**src/deq_pkg.sv**
```systemverilog
// shared types and codes for the double-ended queue
// no dependencies; used by every other file in src except deq_ram

package deq_pkg;

   localparam int WORD_W = 32;
   localparam int FUNC_W = 3;
   localparam int STAT_W = 2;

   typedef enum logic [FUNC_W-1:0] {
      OP_PUSH_BACK  = 3'd0,
      OP_PUSH_FRONT = 3'd1,
      OP_POP_FRONT  = 3'd2,
      OP_POP_BACK   = 3'd3,
      OP_SEARCH     = 3'd4
   } op_type;

   typedef enum logic [STAT_W-1:0] {
      ST_OK    = 2'd0,
      ST_EMPTY = 2'd1,
      ST_FULL  = 2'd2
   } status_type;

   // controller to datapath
   typedef struct packed {
      logic latch;
      logic exec;
      logic capture;
      logic scan_step;
      logic load;
   } cmd_type;

   // datapath to controller
   typedef struct packed {
      logic is_pop;
      logic is_search;
      logic empty;
      logic scan_hit;
      logic scan_last;
   } stat_type;

endpackage

```
**src/deq_if.sv**
```systemverilog
// valid/ready channel interfaces for operation requests and responses
// depends on deq_pkg for field widths

interface deq_req_if;
   logic                              valid;
   logic                              ready;
   logic [deq_pkg::FUNC_W-1:0]        func;
   logic signed [deq_pkg::WORD_W-1:0] value;

   modport source (output valid, output func, output value, input ready);
   modport sink (input valid, input func, input value, output ready);
endinterface

interface deq_rsp_if;
   logic                              valid;
   logic                              ready;
   logic signed [deq_pkg::WORD_W-1:0] data_out;
   logic [deq_pkg::STAT_W-1:0]        status;
   logic                              found;
   logic                              is_empty;

   modport source (output valid, output data_out, output status, output found,
                   output is_empty, input ready);
   modport sink (input valid, input data_out, input status, input found,
                 input is_empty, output ready);
endinterface

```
**src/deq_ram.sv**
```systemverilog
// generic single-write, single-read ram with registered read data
// no dependencies

module deq_ram #(
   parameter int WIDTH = 32,
   parameter int DEPTH = 64
) (
   input  logic                     clock,
   input  logic                     wr_en,
   input  logic [$clog2(DEPTH)-1:0] wr_addr,
   input  logic [WIDTH-1:0]         wr_data,
   input  logic [$clog2(DEPTH)-1:0] rd_addr,
   output logic [WIDTH-1:0]         rd_data
);

   logic [WIDTH-1:0] mem_ff [DEPTH];
   logic [WIDTH-1:0] rd_data_ff;

   always_ff @(posedge clock) begin
      if (wr_en) begin
         mem_ff[wr_addr] <= wr_data;
      end
      rd_data_ff <= mem_ff[rd_addr];
   end

   assign rd_data = rd_data_ff;

endmodule

```
**src/deq_datapath.sv**
```systemverilog
// datapath: ring pointers, occupancy, entry ram, search compare and response registers
// depends on deq_pkg and deq_ram

module deq_datapath #(
   parameter int DEPTH = 64
) (
   input  logic                              clock,
   input  logic                              reset,
   input  deq_pkg::cmd_type                  cmd,
   output deq_pkg::stat_type                 stat,
   input  logic [deq_pkg::FUNC_W-1:0]        req_func,
   input  logic signed [deq_pkg::WORD_W-1:0] req_value,
   output logic signed [deq_pkg::WORD_W-1:0] rsp_data_out,
   output logic [deq_pkg::STAT_W-1:0]        rsp_status,
   output logic                              rsp_found,
   output logic                              rsp_is_empty
);

   localparam int AW = $clog2(DEPTH);
   localparam int CW = $clog2(DEPTH + 1);
   localparam logic [AW-1:0] LAST_IDX = AW'(DEPTH - 1);
   localparam logic [CW:0]   DEPTH_W  = (CW+1)'(DEPTH);
   localparam logic [CW-1:0] FULL_CNT = CW'(DEPTH);

   logic [AW-1:0] front_ff, front_in;
   logic [CW-1:0] occ_ff, occ_in;
   logic [deq_pkg::FUNC_W-1:0] func_ff;
   logic signed [deq_pkg::WORD_W-1:0] value_ff;
   logic [AW-1:0] ptr_ff;
   logic [CW-1:0] rem_ff;
   logic signed [deq_pkg::WORD_W-1:0] data_ff;
   logic [deq_pkg::STAT_W-1:0] status_ff;
   logic found_ff;
   logic signed [deq_pkg::WORD_W-1:0] out_data_ff;
   logic [deq_pkg::STAT_W-1:0] out_status_ff;
   logic out_found_ff;
   logic out_empty_ff;

   logic [CW:0]   tail_sum, last_sum;
   logic [AW-1:0] tail_idx, last_idx, front_inc, front_dec, ptr_inc;
   logic          full, empty, is_push, is_pop, is_search;
   logic          wr_en;
   logic [AW-1:0] wr_addr, rd_addr;
   logic [deq_pkg::WORD_W-1:0] rd_data;

   // ring index arithmetic
   assign tail_sum  = (CW+1)'(front_ff) + (CW+1)'(occ_ff);
   assign last_sum  = tail_sum - 1'b1;
   assign tail_idx  = (tail_sum >= DEPTH_W) ? AW'(tail_sum - DEPTH_W) : AW'(tail_sum);
   assign last_idx  = (last_sum >= DEPTH_W) ? AW'(last_sum - DEPTH_W) : AW'(last_sum);
   assign front_inc = (front_ff == LAST_IDX) ? '0 : AW'(front_ff + 1'b1);
   assign front_dec = (front_ff == '0) ? LAST_IDX : AW'(front_ff - 1'b1);
   assign ptr_inc   = (ptr_ff == LAST_IDX) ? '0 : AW'(ptr_ff + 1'b1);

   assign full  = (occ_ff == FULL_CNT);
   assign empty = (occ_ff == '0);

   assign is_push   = (func_ff == deq_pkg::OP_PUSH_BACK) || (func_ff == deq_pkg::OP_PUSH_FRONT);
   assign is_pop    = (func_ff == deq_pkg::OP_POP_FRONT) || (func_ff == deq_pkg::OP_POP_BACK);
   assign is_search = (func_ff == deq_pkg::OP_SEARCH);

   assign stat.is_pop    = is_pop;
   assign stat.is_search = is_search;
   assign stat.empty     = empty;
   assign stat.scan_hit  = (rd_data == value_ff);
   assign stat.scan_last = (rem_ff == CW'(1));

   always_comb begin
      front_in = front_ff;
      occ_in   = occ_ff;
      wr_en    = 1'b0;
      wr_addr  = tail_idx;
      rd_addr  = ptr_ff;
      if (cmd.exec) begin
         case (deq_pkg::op_type'(func_ff))
            deq_pkg::OP_PUSH_BACK: begin
               if (!full) begin
                  wr_en  = 1'b1;
                  occ_in = CW'(occ_ff + 1'b1);
               end
            end
            deq_pkg::OP_PUSH_FRONT: begin
               wr_addr = front_dec;
               if (!full) begin
                  wr_en    = 1'b1;
                  front_in = front_dec;
                  occ_in   = CW'(occ_ff + 1'b1);
               end
            end
            deq_pkg::OP_POP_FRONT: begin
               rd_addr = front_ff;
               if (!empty) begin
                  front_in = front_inc;
                  occ_in   = CW'(occ_ff - 1'b1);
               end
            end
            deq_pkg::OP_POP_BACK: begin
               rd_addr = last_idx;
               if (!empty) begin
                  occ_in = CW'(occ_ff - 1'b1);
               end
            end
            deq_pkg::OP_SEARCH: begin
               rd_addr = front_ff;
            end
            default: begin
            end
         endcase
      end
   end

   always_ff @(posedge clock) begin
      if (reset) begin
         front_ff <= '0;
         occ_ff   <= '0;
      end else begin
         front_ff <= front_in;
         occ_ff   <= occ_in;
      end
   end

   always_ff @(posedge clock) begin
      if (cmd.latch) begin
         func_ff   <= req_func;
         value_ff  <= req_value;
         data_ff   <= '0;
         status_ff <= deq_pkg::ST_OK;
         found_ff  <= 1'b0;
      end
      if (cmd.exec) begin
         if (is_pop && empty) begin
            data_ff   <= '1;
            status_ff <= deq_pkg::ST_EMPTY;
         end
         if (is_push && full) begin
            status_ff <= deq_pkg::ST_FULL;
         end
         ptr_ff <= front_inc;
         rem_ff <= occ_ff;
      end
      if (cmd.capture) begin
         data_ff <= rd_data;
      end
      if (cmd.scan_step) begin
         ptr_ff   <= ptr_inc;
         rem_ff   <= CW'(rem_ff - 1'b1);
         found_ff <= stat.scan_hit;
      end
      if (cmd.load) begin
         out_data_ff   <= data_ff;
         out_status_ff <= status_ff;
         out_found_ff  <= found_ff;
         out_empty_ff  <= empty;
      end
   end

   deq_ram #(
      .WIDTH (deq_pkg::WORD_W),
      .DEPTH (DEPTH)
   ) u_ram (
      .clock   (clock),
      .wr_en   (wr_en),
      .wr_addr (wr_addr),
      .wr_data (value_ff),
      .rd_addr (rd_addr),
      .rd_data (rd_data)
   );

   assign rsp_data_out = out_data_ff;
   assign rsp_status   = out_status_ff;
   assign rsp_found    = out_found_ff;
   assign rsp_is_empty = out_empty_ff;

endmodule

```
**src/deq_ctrl.sv**
```systemverilog
// controller: sequences one operation at a time and owns the response valid flag
// depends on deq_pkg

module deq_ctrl (
   input  logic              clock,
   input  logic              reset,
   input  logic              req_valid,
   output logic              req_ready,
   output logic              rsp_valid,
   input  logic              rsp_ready,
   input  deq_pkg::stat_type stat,
   output deq_pkg::cmd_type  cmd
);

   typedef enum logic [2:0] {
      S_IDLE,
      S_EXEC,
      S_RDWAIT,
      S_SCAN,
      S_RESP
   } state_type;

   state_type state_ff, state_in;
   logic      rsp_valid_ff, rsp_valid_in;
   logic      out_free;

   assign out_free  = !rsp_valid_ff || rsp_ready;
   assign req_ready = (state_ff == S_IDLE);
   assign rsp_valid = rsp_valid_ff;

   always_comb begin
      state_in      = state_ff;
      cmd           = '0;
      unique case (state_ff)
         S_IDLE: begin
            if (req_valid) begin
               cmd.latch = 1'b1;
               state_in  = S_EXEC;
            end
         end
         S_EXEC: begin
            cmd.exec = 1'b1;
            if (stat.is_pop && !stat.empty) begin
               state_in = S_RDWAIT;
            end else if (stat.is_search && !stat.empty) begin
               state_in = S_SCAN;
            end else begin
               state_in = S_RESP;
            end
         end
         S_RDWAIT: begin
            cmd.capture = 1'b1;
            state_in    = S_RESP;
         end
         S_SCAN: begin
            cmd.scan_step = 1'b1;
            if (stat.scan_hit || stat.scan_last) begin
               state_in = S_RESP;
            end
         end
         S_RESP: begin
            if (out_free) begin
               cmd.load = 1'b1;
               state_in = S_IDLE;
            end
         end
         default: begin
            state_in = S_IDLE;
         end
      endcase
      if (cmd.load) begin
         rsp_valid_in = 1'b1;
      end else if (rsp_ready) begin
         rsp_valid_in = 1'b0;
      end else begin
         rsp_valid_in = rsp_valid_ff;
      end
   end

   always_ff @(posedge clock) begin
      if (reset) begin
         state_ff     <= S_IDLE;
         rsp_valid_ff <= 1'b0;
      end else begin
         state_ff     <= state_in;
         rsp_valid_ff <= rsp_valid_in;
      end
   end

endmodule

```
**src/double_ended_queue.sv**
```systemverilog
// push, no-op, and pop or search on an empty queue go from S_EXEC to S_RESP; pop adds
// S_RDWAIT, search adds S_SCAN with k entries compared (up to DEPTH) before response valid
// a new request is taken only in S_IDLE, once the previous response has been loaded;
// the search compares one held entry per cycle through the single read port of the ram
// synchronous active-high reset empties the queue; entries are not cleared
// depends on deq_pkg, deq_if, deq_ctrl and deq_datapath

module double_ended_queue #(
   parameter int DEPTH = 64
) (
   input  logic      clock,
   input  logic      reset,
   deq_req_if.sink   req_chan,
   deq_rsp_if.source rsp_chan
);

   deq_pkg::cmd_type  cmd;
   deq_pkg::stat_type stat;

   deq_ctrl u_ctrl (
      .clock     (clock),
      .reset     (reset),
      .req_valid (req_chan.valid),
      .req_ready (req_chan.ready),
      .rsp_valid (rsp_chan.valid),
      .rsp_ready (rsp_chan.ready),
      .stat      (stat),
      .cmd       (cmd)
   );

   deq_datapath #(
      .DEPTH (DEPTH)
   ) u_datapath (
      .clock        (clock),
      .reset        (reset),
      .cmd          (cmd),
      .stat         (stat),
      .req_func     (req_chan.func),
      .req_value    (req_chan.value),
      .rsp_data_out (rsp_chan.data_out),
      .rsp_status   (rsp_chan.status),
      .rsp_found    (rsp_chan.found),
      .rsp_is_empty (rsp_chan.is_empty)
   );

endmodule

```
**src/flat_wrapper.sv**
```systemverilog
// flat-port wrapper written by rule: the top's interface ports become plain ports
module double_ended_queue_flat 
#(
   parameter int DEPTH = 64
)
  (clock, reset, req_chan_valid, req_chan_func, req_chan_value, req_chan_ready, rsp_chan_valid, rsp_chan_data_out, rsp_chan_status, rsp_chan_found, rsp_chan_is_empty, rsp_chan_ready);
  deq_req_if req_chan_i ();
  deq_rsp_if rsp_chan_i ();
  input  logic clock;
  input  logic reset;
  input wire logic [$bits(req_chan_i.valid)-1:0] req_chan_valid;
  input wire logic [$bits(req_chan_i.func)-1:0] req_chan_func;
  input wire logic [$bits(req_chan_i.value)-1:0] req_chan_value;
  output wire logic [$bits(req_chan_i.ready)-1:0] req_chan_ready;
  output wire logic [$bits(rsp_chan_i.valid)-1:0] rsp_chan_valid;
  output wire logic [$bits(rsp_chan_i.data_out)-1:0] rsp_chan_data_out;
  output wire logic [$bits(rsp_chan_i.status)-1:0] rsp_chan_status;
  output wire logic [$bits(rsp_chan_i.found)-1:0] rsp_chan_found;
  output wire logic [$bits(rsp_chan_i.is_empty)-1:0] rsp_chan_is_empty;
  input wire logic [$bits(rsp_chan_i.ready)-1:0] rsp_chan_ready;
  assign req_chan_i.valid = req_chan_valid;
  assign req_chan_i.func = req_chan_func;
  assign req_chan_i.value = req_chan_value;
  assign req_chan_ready = req_chan_i.ready;
  assign rsp_chan_valid = rsp_chan_i.valid;
  assign rsp_chan_data_out = rsp_chan_i.data_out;
  assign rsp_chan_status = rsp_chan_i.status;
  assign rsp_chan_found = rsp_chan_i.found;
  assign rsp_chan_is_empty = rsp_chan_i.is_empty;
  assign rsp_chan_i.ready = rsp_chan_ready;
  double_ended_queue #(.DEPTH(DEPTH)) u_core (.clock(clock), .reset(reset), .req_chan(req_chan_i), .rsp_chan(rsp_chan_i));
endmodule
```
**config.mk**
```make
export PLATFORM = sky130hd
export DESIGN_NAME = double_ended_queue_flat
export DESIGN_NICKNAME = d
export VERILOG_FILES = /design/src/deq_pkg.sv /design/src/deq_if.sv /design/src/deq_ram.sv /design/src/deq_datapath.sv /design/src/deq_ctrl.sv /design/src/double_ended_queue.sv /design/src/flat_wrapper.sv
export SDC_FILE = /design/constraint.sdc
export NUM_CORES = 2
export LEC_CHECK = 0
export BUFFER_PORTS_ARGS = -buffer_cell sky130_fd_sc_hd__buf_2
export CORE_MARGIN = 5
export CORE_UTILIZATION = 25
export DETAILED_ROUTE_END_ITERATION = 8
export GPL_TIMING_DRIVEN = 1
export PLACE_DENSITY_LB_ADDON = 0.1
export SYNTH_ARGS = -nofsm -noshare
export SYNTH_HDL_FRONTEND = slang
export SYNTH_SLANG_ARGS = --single-unit
export TNS_END_PERCENT = 5
```
**constraint.sdc**
```tcl
create_clock -name clock -period 13.2 [get_ports clock]
set_input_delay 1.98 -clock clock [delete_from_list [all_inputs] [get_ports clock]]
set_output_delay 1.98 -clock clock [all_outputs]
set_load 0.03 [all_outputs]
```
Word-level counts from Yosys, hierarchy flattened --
Memory sizes are Yosys's and may differ from the RTL's. A register that Yosys moved wholly into a read port is not among the register bits. Cells that the tools add are included.
Operators by class: multiplexer cells 49, eq/ne operators 20, add/sub/neg operators 10, magnitude comparators 2, reduce and logical (&&, ||, !) cells 25
Operators with widths (count):
- $mux W32 | 4
- $mux W6 | 12
- $eq A32 B32 Y1 | 1
- $mux W7 | 4
- $pmux W6 S2 | 2
- $sub A6 B1 Y6 const B | 3
- $ge A8 B7 Y1 const B | 2
- $mux W1 | 16
- $mux W3 | 5
- $pmux W3 S5 | 1
- $ne A2 B2 Y1 const B | 7
- $pmux W7 S2 | 1
- $sub A7 B1 Y7 const B | 2
- $add A6 B1 Y6 const B | 2
- $eq A3 B2 Y1 const B | 4
- $eq A6 B6 Y1 const B | 2
- $reduce_bool A2 Y1 | 5
- $add A6 B7 Y8 | 1
- $mux W2 | 4
- $reduce_and A4 Y1 | 2
- $sub A8 B1 Y8 const B | 1
- $add A7 B1 Y7 const B | 1
- $eq A7 B1 Y1 const B | 1
- $eq A7 B7 Y1 const B | 1
- 10 further kinds | 22
Word-level totals: memories 1, register bits after elaboration 136, bits in writable memories 2048, output and inout port bits 38, bits of input ports 39, word-level logic and storage cells 122
Memories:
- u_core.u_datapath.u_ram.mem_ff | words 64, bits a word 32, rd ports 1, clocked after Yosys merged registers in 1, wr ports 1, line deq_ram.sv:16 | logic [WIDTH-1:0] mem_ff [DEPTH];

Logic depth before layout (Yosys ltp) --
depth after elaboration 6, gate-level depth with buffers 15, mapped depth without buffers 12

Modules after synthesis --
Synthesis repeated with hierarchy kept, for this count alone.
Second synthesis, totals: cells, all modules 3906, area, all modules 85156.7 um^2
Modules (own cells, without submodules):
- deq_ram | cells each 3324, times used 1, seq. area each 62139.6 um^2, area an instance 78515.3 um^2
- deq_datapath | cells each 551, times used 1, seq. area each 3493.4 um^2, area an instance 6371.1 um^2
- deq_ctrl | cells each 31, times used 1, seq. area each 80.1 um^2, area an instance 270.3 um^2

Worst setup path before layout --
No wires, ideal clock.
path type register to register, start point register u_core.u_datapath.front_ff[0], end point memory u_core.u_datapath.u_ram.mem_ff[40][0] (enable), data required time 12.779 ns, period minus slack after synthesis 4.157 ns, buffers on the path 0, library setup time 0.421 ns, stages on the path, launching flop included 10, data arrival time 3.736 ns, setup slack 9.043 ns, path through dfxtp_1 > ha_1 > fa_1 > and3_1 > or3_1 > and2_0 > mux2_2 > nor2_1 > nand2_1 > nor2_1
On the way: word-level cells in the longest chain between the ends 5, elaborated cells on any way between the ends 9, those cells by class 3 x add/sub; 1 x order compare; 4 x mux; 1 x reduce/logical
Ends and longest elaborated chain:
- start: declaration | line deq_datapath.sv:25 | logic [AW-1:0] front_ff, front_in;
- start signal: assignment | line deq_datapath.sv:117 | front_ff <= front_in;
- $add A6 B7 Y8 | line deq_datapath.sv:47 | assign tail_sum = (CW+1)'(front_ff) + (CW+1)'(occ_ff);
- $ge A8 B7 Y1 or $sub A6 B1 Y6 (tied branches) | line deq_datapath.sv:49 | assign tail_idx = (tail_sum >= DEPTH_W) ? AW'(tail_sum - DEPTH_W) : AW'(tail_sum);
- $mux W6 | line deq_datapath.sv:49
- $mux W6 | line deq_datapath.sv:75 | case (deq_pkg::op_type'(func_ff))
- $mux W6 * | line deq_datapath.sv:74 | if (cmd.exec) begin
- end: declaration | line deq_ram.sv:16
Every way passes the cells marked *; elsewhere a longest branch is shown, timed or not.

Worst setup path after layout --
start point register u_core.u_datapath.func_ff[0] (netlist name), end point register u_core.u_datapath.u_ram.rd_data_ff[8] (netlist: u_core.u_datapath.u_ram.rd_data[8]) (read register of u_core.u_datapath.u_ram.mem_ff)
On the way: word-level cells in the longest chain between the ends 4, elaborated cells on any way between the ends 6, those cells by class 3 x eq/ne; 2 x mux; 1 x reduce/logical
Ends and longest elaborated chain:
- start: declaration | line deq_datapath.sv:27 | logic [deq_pkg::FUNC_W-1:0] func_ff;
- start signal: assignment | line deq_datapath.sv:124 | func_ff <= req_func;
- $eq A3 B3 Y1 or $eq A3 B2 Y1 (tied branches) | line deq_datapath.sv:75
- $reduce_or A2 Y1 (no source line)
- $pmux W6 S2 * | line deq_datapath.sv:75
- $mux W6 * | line deq_datapath.sv:74
- end: declaration | line deq_ram.sv:17 | logic [WIDTH-1:0] rd_data_ff;
Marked as above. A chain may end at the register's enable or synchronous reset.

==> run summary <==
STA
- 0.413 ns — Worst Hold Margin
- 0 — total count of max-transition violations in the final report
- 44.5% — share of the cycle needed by the critical path after routing
- 0 ns — setup TNS after final layout
- 1.61% — Slew Limit Headroom
- 0 — total setup violations reported at the end of the flow
- 0.0692 ns — setup clock skew after layout
- 0 — number of endpoints with negative hold slack in the final report
- 1.46 ns — transition at the pin with the smallest max-transition slack
- 0.170 GHz — peak clock frequency supported by timing
- 7.33 ns — Worst Slack Setup Final
- 5.87 ns — minimum clock period after layout
- no — setup repair after global routing missed its margin

Synth
- 5,749 — number of instances in the synthesized netlist
- 2,216 — FF+latch count, synth
- sky130_fd_sc_hd__edfxtp_1 — Post-synth top flop
- 0 — Syn. warnings
- 15.1 um^2 — average size of a mapped cell
- 75.6% — part of the Yosys area used for sequential elements
- 82 — unique cell type count in the Yosys netlist
- 2,133 — count of flip-flops with a built-in enable after synthesis
- 0% — Synth async-reset ratio
- 0.0869 mm^2 — area of the mapped netlist
- 5,807 — number of nets produced by synthesis

Outcome
- capacitance limit — violated checks
- complete, but fails checks — status

Placement
- 7.39 ns — Post-Place Worst Slack
- 180,000 um — HPWL Detailed
- 0.735 — RD Place Congestion
- 76 — number of port buffers
- 10,200 — Placed Instances

Floorplanning
- 600 um — Die X-Extent
- 0.346 mm^2 — core area
- 25.1% — Initial Util
- 216 — std cell rows
- 0.360 mm^2 — die footprint
- 600 um — die extent in y
- 77 — I/O pin total

Global routing
- 50,500 — vias in the first global route
- 163 — largest net degree at the start of global routing
- 441,000 um — wire length of the first global-routing pass
- 41 — antenna violations before repair
- 0 — overflow left after global routing
- 17.5% — global-route total usage across every layer

Clock tree
- 249 — TritonCTS Buffers
- 0 — number of buffers inserted to repair setup after CTS
- yes — CTS tree
- 0.06 ns — clock input transition at the sequential cells of the worst setup and hold paths
- 0.93 ns — Skew-Pair Late Insertion Delay
- 4 — deepest level of the CTS H-tree
- sky130_fd_sc_hd__clkbuf_16 — clock root buffer
- 4 — deepest clock path buffer count
- 2,216 — number of sinks on the clock net
- 0 — number of buffers inserted for hold repair after clock tree synthesis
- 0 — PostCTS Resize Cnt

Detailed routing
- 0 — DRT antenna net count
- 324,000 um — Total Routed Length
- 0 — Post-route DRC
- 4.84 — vias per cell
- 51,700 — Vias
- 4,621 — initial detailed-routing violation count
- 30.3 um — average wire per standard cell
- 5 — detailed-routing iteration count for the pre-antenna-repair pass

Run
- 1 — max capacitance violation total

Worst hold path
- flop to flop — hold crit path type

Power
- 191 mW/mm^2 — power per cell area
- 19.4 mW — Final Total Pwr
- 32.1 nW — Leakage Power
- 0.103 mV — worst supply voltage drop on vdd

Finish
- 10,700 — post-layout instance count excluding filler cells
- 17.0% — synth-to-layout area growth
- 13.1% — fraction of layout cells with a size suffix above 1
- 5,960 — Final nets
- 34,500 — number of fill cells

Critical path
- 13.90 ns — Worst Path Required
- 118 — Max Fanout on Critical Path
- 6.57 ns — data arrival time of the critical path
- 7.33 ns — internal reg-to-reg setup slack
- flop to flop — category of the critical setup timing path
- flop — crit path launch type
- flop — endpoint kind of the worst setup timing path

## power breakdown
group          switching [mW]  internal, mW
sequential              0.335          8.15
clock                    2.88          3.98
combinational            2.97          1.07
## metrics by stage
step                instance area (um^2)  util, %
global route                      102000     29.4
detailed placement                 93700     27.1
finish                            102000     29.4
floorplan                          86900        -
global placement                   93500     27.0
CTS                               102000     29.3
## layer usage
layer | routed length [um] | vias to the layer above | GRT usage (%)
li1 | - | 22600 | -
met4 | 7460 | 10 | 3.99
met2 | 152000 | 1425 | 28.7
met3 | 17900 | 387 | 3.10
met1 | 147000 | 27300 | 24.3
met5 | 57 | - | 0
## critical path, stage by stage (launching register included)
cell                       delay, ns
sky130_fd_sc_hd__edfxtp_1       0.67
sky130_fd_sc_hd__nor3b_1        0.15
sky130_fd_sc_hd__o21ai_2        0.79
sky130_fd_sc_hd__o21a_4         0.63
sky130_fd_sc_hd__buf_12         0.49
sky130_fd_sc_hd__buf_12         0.62
sky130_fd_sc_hd__mux2i_1        0.28
sky130_fd_sc_hd__a221oi_1       0.11
sky130_fd_sc_hd__o41ai_1        1.30
sky130_fd_sc_hd__nand4_1        0.19
## state kept, by name (all words and copies together) (netlist names), 2 cells and up
| signal | count |
|---|---|
| u_core.u_datapath.occ_ff | 7 |
| u_core.u_datapath.status_ff | 2 |
| u_core.u_datapath.u_ram.rd_data | 32 |
| u_core.u_datapath.rem_ff | 7 |
| u_core.u_datapath.u_ram.mem_ff | 2048 |
| u_core.u_datapath.ptr_ff | 6 |
| u_core.u_datapath.data_ff | 32 |
| u_core.u_datapath.front_ff | 6 |
| u_core.u_ctrl.state_ff | 3 |
| u_core.u_datapath.value_ff | 32 |
| u_core.u_datapath.func_ff | 3 |
| u_core.u_datapath.rsp_status | 2 |
| u_core.u_datapath.rsp_data_out | 32 |
## layout make-up
type                    instances  area (um^2)  area share [%]
flip-flops and latches       2216        65700            64.7
multi-input cells            3144        20200            19.8
clock buffers                 340         6970            6.86
well taps                    4578         5730            5.64
repair buffers                280         2060            2.02
clock inverters               109          953           0.938
inverters                      11         42.5          0.0419
diodes                         10         25.0          0.0246
## cells by family (layout without fill, tap and decap cells)
logic type | Yosys count | count (layout) | synth area share [%]
buffers and inverters | 389 | 740 | 2.19
flip-flops | 2216 | 2216 | 75.6
AO/OA/AOI/OAI | 1091 | 1091 | 8.60
adder cells (fa/ha/maj) | 19 | 19 | 0.291
other | 0 | 10 | 0
AND/OR/NAND/NOR | 1571 | 1571 | 7.73
XOR/XNOR | 65 | 65 | 0.703
multiplexers | 398 | 398 | 4.87
## synth_stat cells, types with 19 or more instances
| cell type | number | area (um^2) |
|---|---|---|
| sky130_fd_sc_hd__a21oi_1 | 465 | 2330 |
| sky130_fd_sc_hd__mux2i_1 | 362 | 3620 |
| sky130_fd_sc_hd__xor2_1 | 43 | 377 |
| sky130_fd_sc_hd__o41ai_1 | 50 | 438 |
| sky130_fd_sc_hd__buf_4 | 37 | 278 |
| sky130_fd_sc_hd__buf_2 | 147 | 736 |
| sky130_fd_sc_hd__xnor2_1 | 19 | 166 |
| sky130_fd_sc_hd__nand3_1 | 196 | 981 |
| sky130_fd_sc_hd__nor4_1 | 21 | 131 |
| sky130_fd_sc_hd__a221oi_1 | 252 | 2210 |
| sky130_fd_sc_hd__nand4_1 | 22 | 138 |
| sky130_fd_sc_hd__o22ai_1 | 32 | 200 |
| sky130_fd_sc_hd__buf_1 | 44 | 165 |
| sky130_fd_sc_hd__and3_1 | 66 | 413 |
| sky130_fd_sc_hd__a31oi_1 | 22 | 138 |
| sky130_fd_sc_hd__dfxtp_1 | 83 | 1660 |
| sky130_fd_sc_hd__nor2_1 | 152 | 571 |
| sky130_fd_sc_hd__clkbuf_1 | 134 | 503 |
| sky130_fd_sc_hd__edfxtp_1 | 2133 | 64100 |
| sky130_fd_sc_hd__a32oi_1 | 98 | 858 |
| sky130_fd_sc_hd__o21ai_0 | 46 | 230 |
| sky130_fd_sc_hd__nand2_1 | 1030 | 3870 |
## placed cells by master (no fill, tap or decap), types with 29 or more instances in the layout
cell / n
sky130_fd_sc_hd__a221oi_1: 251
sky130_fd_sc_hd__clkinv_1: 44
sky130_fd_sc_hd__nor2_1: 80
sky130_fd_sc_hd__nor2_4: 69
sky130_fd_sc_hd__a32oi_1: 98
sky130_fd_sc_hd__mux2i_1: 360
sky130_fd_sc_hd__xor2_1: 43
sky130_fd_sc_hd__buf_4: 190
sky130_fd_sc_hd__nand2_1: 1028
sky130_fd_sc_hd__edfxtp_1: 2133
sky130_fd_sc_hd__and3_1: 65
sky130_fd_sc_hd__dfxtp_1: 83
sky130_fd_sc_hd__nand3_1: 196
sky130_fd_sc_hd__clkbuf_8: 29
sky130_fd_sc_hd__clkbuf_1: 57
sky130_fd_sc_hd__a21oi_1: 465
sky130_fd_sc_hd__clkbuf_16: 254
sky130_fd_sc_hd__buf_2: 78
sky130_fd_sc_hd__o21ai_0: 46
sky130_fd_sc_hd__o22ai_1: 32
sky130_fd_sc_hd__clkinv_2: 39
## worst paths after layout
check	end	start	depth (start not counted)
min	u_core.u_datapath.rsp_data_out[11]$_DFFE_PP_	u_core.u_datapath.data_ff[11]$_DFF_P_	0
max	u_core.u_datapath.u_ram.rd_data[8]$_DFF_P_	u_core.u_datapath.func_ff[0]$_DFFE_PP_	9
min reg2reg	u_core.u_datapath.rsp_data_out[11]$_DFFE_PP_	u_core.u_datapath.data_ff[11]$_DFF_P_	0
max reg2reg	u_core.u_datapath.u_ram.rd_data[8]$_DFF_P_	u_core.u_datapath.func_ff[0]$_DFFE_PP_	9
(Power assumes the default switching activity.)
